$ cat config.mk
export PLATFORM = sky130hd
export DESIGN_NAME = tcgr_ctrl
export DESIGN_NICKNAME = d
export VERILOG_FILES = /design/src/design/tcgr_pkg.sv /design/src/design/tcgr_ctrl.sv
export SDC_FILE = /design/constraint.sdc
export NUM_CORES = 1
export LEC_CHECK = 0
export BUFFER_PORTS_ARGS = -buffer_cell sky130_fd_sc_hd__buf_2
export CAP_MARGIN = 20
export CORE_AREA = 2 2 39 41
export DETAILED_ROUTE_END_ITERATION = 12
export DIE_AREA = 0 0 41 43
export PLACE_DENSITY = 0.47
export SETUP_SLACK_MARGIN = 0.5
export SLEW_MARGIN = 20
export SYNTH_ARGS = -nofsm -noshare
export SYNTH_HDL_FRONTEND = slang
export SYNTH_SLANG_ARGS = --single-unit
$ cat constraint.sdc
create_clock -name clock -period 2.9 [get_ports clock]
set_clock_uncertainty 0.1 [all_clocks]
set_input_delay 0.58 -clock clock [delete_from_list [all_inputs] [get_ports clock]]
set_output_delay 0.58 -clock clock [all_outputs]
set_load 0.02 [all_outputs]
$ cat src/design/tcgr_pkg.sv
// Shared types, codes and constants for the text console glyph renderer.
// No dependencies; imported by tcgr_ctrl, tcgr_dp and the top unit.
`default_nettype none

package tcgr_pkg;

   // Fixed field widths
   localparam int COORD_W     = 13;
   localparam int PITCH_W     = 14;
   localparam int COLOR_W     = 32;
   localparam int ADDR_W      = 27;
   localparam int FONT_ADDR_W = 12;
   localparam int CSR_IDX_W   = 3;

   // Font store geometry defaults
   localparam int GLYPH_ROWS_DEF  = 16;
   localparam int GLYPH_COUNT_DEF = 256;

   // Character cell: every glyph or blank covers sixteen rows of eight pixels
   localparam int ROWS_PER_CELL = 16;
   localparam int ROW_CNT_W     = $clog2(ROWS_PER_CELL);

   localparam logic [COORD_W-1:0] CELL_W   = 13'd8;
   localparam logic [COORD_W-1:0] CELL_H   = 13'd16;
   localparam logic [PITCH_W-1:0] TAB_STEP = 14'd32;

   localparam logic [7:0] CODE_TAB     = 8'd9;
   localparam logic [7:0] CODE_NEWLINE = 8'd10;
   localparam logic [7:0] MASK_FULL    = 8'hFF;

   // Register reset values
   localparam logic [COORD_W-1:0] WIDTH_RST  = 13'd1024;
   localparam logic [COORD_W-1:0] HEIGHT_RST = 13'd768;
   localparam logic [PITCH_W-1:0] PITCH_RST  = 14'd1024;
   localparam logic [COLOR_W-1:0] FG_RST     = 32'hFFFF_FFFF;
   localparam logic [COLOR_W-1:0] BG_RST     = 32'h0000_0000;

   typedef enum logic [CSR_IDX_W-1:0] {
      CSR_SCREEN_WIDTH  = 3'd0,
      CSR_SCREEN_HEIGHT = 3'd1,
      CSR_LINE_PITCH    = 3'd2,
      CSR_FG_COLOR      = 3'd3,
      CSR_BG_COLOR      = 3'd4
   } csr_index_type;

   typedef enum logic [1:0] {
      REQ_FONT   = 2'd0,
      REQ_CHAR   = 2'd1,
      REQ_BACK   = 2'd2,
      REQ_CURSOR = 2'd3
   } req_kind_type;

   typedef enum logic {
      KIND_ROW   = 1'b0,
      KIND_CLEAR = 1'b1
   } rsp_kind_type;

   typedef struct packed {
      logic [1:0]             req_type;
      logic [7:0]             char_code;
      logic [FONT_ADDR_W-1:0] font_address;
      logic [7:0]             font_byte;
      logic [COORD_W-1:0]     new_x;
      logic [COORD_W-1:0]     new_y;
   } tcgr_req_type;

   typedef struct packed {
      logic               kind;
      logic [ADDR_W-1:0]  row_address;
      logic [7:0]         pixel_mask;
      logic [COLOR_W-1:0] color;
      logic               last;
   } tcgr_rsp_type;

   // Controller to datapath
   typedef struct packed {
      logic accept;
      logic setup;
      logic emit_row;
      logic emit_clear;
   } tcgr_cmd_type;

   // Datapath to controller
   typedef struct packed {
      logic req_draw;
      logic req_clear;
      logic out_free;
      logic row_last;
      logic end_clear;
   } tcgr_status_type;

endpackage

`default_nettype wire

$ cat src/design/tcgr_ctrl.sv
// Sequencing state machine for the glyph renderer.
// Depends on tcgr_pkg for the command and status structs.
`default_nettype none

module tcgr_ctrl
   import tcgr_pkg::*;
(
   input  wire logic            clock,
   input  wire logic            reset,
   input  wire logic            req_valid,
   output logic                 req_stall,
   input  wire tcgr_status_type status,
   output tcgr_cmd_type         cmd
);

   typedef enum logic [3:0] {
      ST_IDLE  = 4'b0001,
      ST_SETUP = 4'b0010,
      ST_EMIT  = 4'b0100,
      ST_CLEAR = 4'b1000
   } state_type;

   state_type state_ff, state_in;

   always_comb begin
      state_in       = state_ff;
      cmd            = '0;
      unique case (state_ff)
         ST_IDLE: begin
            cmd.accept = req_valid;
            if (req_valid) begin
               if (status.req_draw) begin
                  state_in = ST_SETUP;
               end else if (status.req_clear) begin
                  state_in = ST_CLEAR;
               end
            end
         end
         ST_SETUP: begin
            cmd.setup = 1'b1;
            state_in  = ST_EMIT;
         end
         ST_EMIT: begin
            cmd.emit_row = status.out_free;
            if (status.out_free && status.row_last) begin
               state_in = status.end_clear ? ST_CLEAR : ST_IDLE;
            end
         end
         ST_CLEAR: begin
            cmd.emit_clear = status.out_free;
            if (status.out_free) begin
               state_in = ST_IDLE;
            end
         end
         default: begin
            state_in = ST_IDLE;
         end
      endcase
   end

   always_ff @(posedge clock) begin
      if (reset) begin
         state_ff <= ST_IDLE;
      end else begin
         state_ff <= state_in;
      end
   end

   assign req_stall = (state_ff != ST_IDLE);

endmodule

`default_nettype wire

-- Yosys cells after proc, flatten, opt, wreduce, memory -nomap -nowiden
Index checks and enable logic that the tools add are counted.
- bits in registers: 4
- bits in latches: 0
- RAM bits: 0
- bits in read-only memories: 0
- word-level logic and storage cells: 23
- memories kept: 0
- add/sub/neg operators: 0
- multiply operators: 0
- div/mod/pow operators: 0
- $lt $le $gt $ge: 0
- eq/ne operators: 9
- shift operators: 0
- multiplexer cells: 11
- bitwise gates (word level): 0
- reduce and logical (&&, ||, !) cells: 2
- operators with widths (operator ; number):
    4-bit two-way mux ; 6
    4-bit case mux with 4 select lines ; 1
    2-bit != test, second input constant ; 3
    4-bit by 1-bit == test with 1-bit output, second input constant ; 1
    4-bit by 2-bit == test with 1-bit output, second input constant ; 1
    4-bit by 3-bit == test with 1-bit output, second input constant ; 1
    4-bit == test, second input constant ; 1
    1-bit two-way mux ; 4
    4-bit by 1-bit != test with 1-bit output, second input constant ; 1
    4-bit AND reduction ; 1
    3-bit != test, second input constant ; 1
    1-bit logical AND ; 1

-- Depth between registers and ports, before layout
Gate-level depths: netlist (run 1).
- word-level depth: 4
- depth in mapped cells: 5
- depth with buffers taken out: 4

-- Worst setup path after synthesis (run 1)
Ideal clock, no wire load.
- kind: input to output
- start point: input port status[2] (netlist name)
- end point: output port cmd[0] (netlist name)
- arrival time: 1.245 ns
- data required time: 2.220 ns
- setup slack: 0.975 ns
- stages: 2
- path buffers: 0
- cells stage by stage: nand2_1 > nor4_1
- RTL lines (item ; line ; RTL):
    start: declaration ; tcgr_ctrl.sv:12 ; input wire tcgr_status_type status,
    end: declaration ; tcgr_ctrl.sv:13 ; output tcgr_cmd_type cmd

==> flow_summary.ini, run 1 <==
[drt]
drc = 0
dr.first_iter.drc_count = 2
wl_per_cell_um = 10.25
drtAntennaViolNets = 0
finalWirelength_um = 687
first_pass_iters = 2
routed-via-count = 307
via_per_inst = 4.582

[cts]
cts_made_buffers = 3
htreeDepth = 1
cts_root_buf = clkbuf_4
cts_tree = done
clock_latency_ns = 0.24
cts_buffer_depth = 2
clock-sinks = 4
clk_pin_slew_ns = 0.04
cts_resized = 0
hold_buffers = 0
post_cts_buffers = 0

[cells_and_area]
drive_above_1_share_pct = 41.18
largest_register_ffs = 4
largestRegisters = state_ff: 4 flops
antenna_cells = 0
regMostFlops = state_ff
synthToLayoutAreaGrowth_pct = 16.61
nets = 61

[global_routing]
track_usage_pct = 9.629
grt_pass1_vias = 283
gr-total-overflow = 0
antenna_found_initial = 0
grt_first_pass_wirelength_mm = 1.145
grt_max_degree = 11

[synthesis]
synth-edff-count = 0
synth_top_area_cell = dfxtp_1
synth.area.top_cells = dfxtp_1 (23%), buf_6 (6.5%), nor3_4 (4.7%)
ys_top_cells_by_count = dfxtp_1 (4), nand2_1 (4)
synth_top_area_share_pct = 23.10
syn-cell-area_sq_um = 346.6
ys_types = 28
synthArstFlopShare_pct = 0
syn_nets = 48
synthesis.yosys.warnings = 0
ys.flop_type = dfxtp_1
synth_seq_cells = 4
syn-instance-count = 40
ys_seq_area_share_pct = 23.10
syn_area_per_cell_sq_um = 8.665

[outcome]
status = finished clean

[place]
dp_slack_ns = 1.010
dp_hpwl_um = 531.9
portBuffers = 12
gp_congestion = 0.7141

[min_path]
hold_path.class = input pin to flip-flop
hold_start = reset
hold_path_depth = 2

[power_and_ir_drop]
clock_power_share_pct = 35.1
p_seq_share_pct = 37.3
power_density_mw_per_mm2 = 498.9
vdd_drop_max_v = 0.0001270
sw_frac_of_total_pct = 33.38
p_int_mw = 0.1343
net-switching-power_mw = 0.06730
combPwrFrac_pct = 27.6
p_leak_nw = 0.1635

[setup_path]
cp-end-kind = output pin
rr_worst_depth = 4
path_class = flip-flop to output pin
crit_buf_inv = 2
path_cells = inv_2, nor4_2, and2_1, buf_2
cp-start-kind = flip-flop
crit_path_start = state_ff[2]
cp_slowest_stage_delay_ns = 0.55
path_delay_family = flip-flops
cp_num_cells = 4
cp.required_ns = 2.22
worstReg2RegStart = state_ff[2]
cpMaxStageDelayCell = dfxtp_1
worstPathArrival_ns = 1.44
path_max_fanout = 10

[timing]
grt_setup_unrepaired = no
relSlewSlack_pct = 71.10
hold_viol_final = 0
tightest_slew_ns = 0.4328
fin_crit_sh_pct = 73.19
slew_violations = 0
setup_ws_ns = 0.7776
min_period_ns = 2.122
finalSetupViolCount = 0
tns_ns = 0
max_freq_mhz = 471.2

[floorplan]
die_w_um = 41
dieArea_sq_mm = 0.001763
core_sq_mm = 0.001384
ios = 13
start_util_pct = 25.05
die_h_um = 43
rows = 14

[run]
maxCapViolations = 0
[final timing paths]
check	to	slack, ns
worst max register to register	state_ff[3]	1.54
worst min register to register	state_ff[2]	0.55
worst max-delay path	cmd[1]	0.78
worst min-delay path	state_ff[2]	0.44
[kinds of logic after synthesis]
family | count (synthesis) | synth area share [%]
flip-flops | 4 | 23.11
AO/OA/AOI/OAI | 10 | 20.94
AND/OR/NAND/NOR | 19 | 39.71
buffers and inverters | 7 | 16.24
[final cells by class]
cell class,count,area [sq um]
fill,158,979.7
multi-input combinational,29,210.2
sequential,4,80.08
timing repair buffer,12,60.06
clock buffer,3,22.52
tap,16,20.02
inverter,3,11.26
[cell usage in the layout (no fill, tap or decap), drive strengths merged]
cell type and n:
a2111oi 1, a211oi 1, a21boi 1, a21oi 2, a31oi 1, and2 2, and3b 1, buf 12
clkbuf 3, dfxtp 4, inv 3, nand2 4, nand2b 1, nand3b 2, nand4 1, nor2 2
nor3 2, nor3b 1, nor4 2, nor4b 1, o21a 1, o21ai 2, o2bb2ai 1
[power groups by stage]
stage | sequential, mW | combinational (mW) | clock [mW]
finish | 0.0752 | 0.0556 | 0.0709
global route | 0.0767 | 0.0604 | 0.0798
CTS | 0.0753 | 0.0566 | 0.0731
detailed placement | 0.0757 | 0.0565 | 0
global placement | 0.0765 | 0.0574 | 0
floorplan | 0.0624 | 0.0599 | 0
[per-layer routing]
| layer | GRT usage, % | vias up | part of all wire (%) | routed length, um |
|---|---|---|---|---|
| met5 | 0 | - | 0 | 0 |
| met4 | 6.000 | 0 | 0 | 0 |
| met3 | 3.141 | 0 | 2.9 | 20 |
| met2 | 13.13 | 4 | 52 | 357 |
| met1 | 12.50 | 135 | 45 | 309 |
| li1 | - | 168 | - | - |
[per-stage QoR]
step / instance area (sq um) / std cells / total power, mW / hold slack, ns / utilization [%]
finish: 404.1 / 67 / 0.2016 / 0.4439 / 29.20
floorplan: 346.6 / 40 / 0.1222 / 0.4140 / -
detailed placement: 381.6 / 64 / 0.1322 / 0.5372 / 27.58
CTS: 404.1 / 67 / 0.2050 / 0.4425 / 29.20
global route: 404.1 / 67 / 0.2169 / 0.4411 / 29.20
global placement: 381.6 / 64 / 0.1339 / 0.5613 / 27.58
[worst reg2reg max path, stage by stage (launching register included)]
cell and delay (ns):
dfxtp_1 0.55, inv_2 0.09, nor4_2 0.25, nand4_1 0.15, a21boi_1 0.15
Note: power is estimated with default switching activity, not from simulation.
==> inputs of run 2 (changes only) <==
Clock period 2.9 ns to 2.05 ns, I/O delays scaled along.
==> run 2 against run 1 <==
Total power rose by 69%. Critical path depth did not move. Via count grew 17%. Combinational power grew to 2.6 times the previous value. Largest power group is now combinational logic. Sequential share of layout area decreased by 2.7 points. Hold slack worse by 0.18 ns. Largest cell class unchanged.
==> flow_summary.ini, run 2 (synthesis results as in run 1) <==
[outcome]
status = finished clean

[run]
maxCapViolations = 0

[setup_path]
cp-end-kind = output pin
r2r_setup_slack_ns = 0.72
worstReg2RegStart = state_ff[3]
cp-start-kind = flip-flop
path_class = flip-flop to output pin
path_max_fanout = 3
cpMaxStageDelayCell = dfxtp_4
cp.required_ns = 1.54
rr_worst_depth = 6
worstPathArrival_ns = 1.20
path_delay_family = simple AND/OR/NAND/NOR gates
cp_num_cells = 4
crit_path_start = state_ff[3]
cp_slowest_stage_delay_ns = 0.35
crit_buf_inv = 1
path_cells = nand2b_4, nor3_4, and2_4, buf_6
crit_path_end = cmd[3]
reg2reg_to = state_ff[0]

[floorplan]
start_util_pct = 25.05
rows = 14
die_h_um = 43
ios = 13
dieArea_sq_mm = 0.001763
die_w_um = 41
core_sq_mm = 0.001384

[global_routing]
gr-total-overflow = 0
antenna_found_initial = 0
track_usage_pct = 11.87
grt_pass1_vias = 316
grt_first_pass_wirelength_mm = 1.366
grt_max_degree = 11

[place]
place_area_sq_um = 401.6
gp_congestion = 0.7174
dp_slack_ns = 0.3939
dp_hpwl_um = 538.1
dp.cells = 65
portBuffers = 12

[timing]
tns_ns = 0
setup_ws_ns = 0.3415
fin_crit_sh_pct = 83.34
tightest_slew_ns = 0.2341
slew_violations = 0
hold_viol_final = 0
relSlewSlack_pct = 84.30
min_period_ns = 1.709
finalSetupViolCount = 0
max_freq_mhz = 585.3
grt_setup_unrepaired = yes
hold_slack_ns = 0.2660

[cts]
clock-sinks = 4
clock_latency_ns = 0.23
cts_root_buf = clkbuf_4
cts_tree = done
hold_buffers = 0
clk_pin_slew_ns = 0.04
cts_buffer_depth = 2
htreeDepth = 1
cts_made_buffers = 3

[drt]
drc = 0
routed-via-count = 358
drtAntennaViolNets = 0
dr.first_iter.drc_count = 3
finalWirelength_um = 877
via_per_inst = 4.711
first_pass_iters = 2
wl_per_cell_um = 11.54

[cells_and_area]
stdcell_area_sq_um = 541.8
drive_above_1_share_pct = 60.00
fin_cells = 76
nets = 70
utilization_pct = 39.15
synthToLayoutAreaGrowth_pct = 56.32
layout_commonest_cell = buf_4
final_cell_mix = buf_4 (10), buf_2 (7), nand2_1 (4), buf_6 (4)
antenna_cells = 0
largest_register_ffs = 4
largestRegisters = state_ff: 4 flops
regMostFlops = state_ff

[power_and_ir_drop]
p_leak_nw = 0.2171
p_total_mw = 0.3398
power_density_mw_per_mm2 = 627.2
vdd_drop_max_v = 0.0001747

[min_path]
hold_path.class = input pin to flip-flop
run 2: cell types whose count changed in the layout (fill, tap and decap cells not counted):
cell,before,now
buf_4,0,10
buf_2,12,7
buf_6,0,4
dfxtp_1,4,0
dfxtp_4,0,3
dfxtp_2,0,1
nor4_1,1,0
nor4_4,0,1
nor4b_1,1,0
nor4b_4,0,1
run 2: timing repair:
action,4_1_cts,5_1_grt
endpoints found under the setup margin,5,5
resized for setup,13,5
pin swaps,0,3
buffers inserted,2,6
hold endpoints to repair,0,0
run 2: worst register-to-register path: cells and delay by family, from the launching register on:
family                 cells  cell delay (ns)
flip-flops                 1             0.36
AND/OR/NAND/NOR            2             0.30
buffers and inverters      2             0.28
AO/OA/AOI/OAI              2             0.16
run 2: worst min-delay path by stage:
stage / from / end / slack (ns) / depth (start not counted)
after floorplan: reset / state_ff[2] / 0.38 / 1
after global placement: state_ff[2] / state_ff[2] / 0.47 / 3
after detailed placement: state_ff[2] / state_ff[2] / 0.46 / 3
after CTS: reset / state_ff[2] / 0.26 / 2
after global routing: reset / state_ff[2] / 0.25 / 2
final: reset / state_ff[2] / 0.27 / 2
run 2: cell type report:
cell class	instances	area (sq um)
Clock buffer	3	22.52
Fill cell	149	842.1
Inverter	3	11.26
Multi-Input combinational cell	29	240.2
Sequential cell	4	92.59
Tap cell	16	20.02
Timing Repair Buffer	21	155.1
run 2: where the power goes:
part	internal (mW)	switching [mW]	total, mW
clock	0.0653	0.0295	0.0948
combinational	0.0800	0.0624	0.142
sequential	0.0863	0.0163	0.103
total	0.232	0.108	0.340
run 2: metal layers:
layer | GRT usage, % | routed length [um]
met1 | 14.89 | 344
met2 | 15.94 | 495
met3 | 4.712 | 28
met4 | 8.000 | 9
met5 | 0 | 0
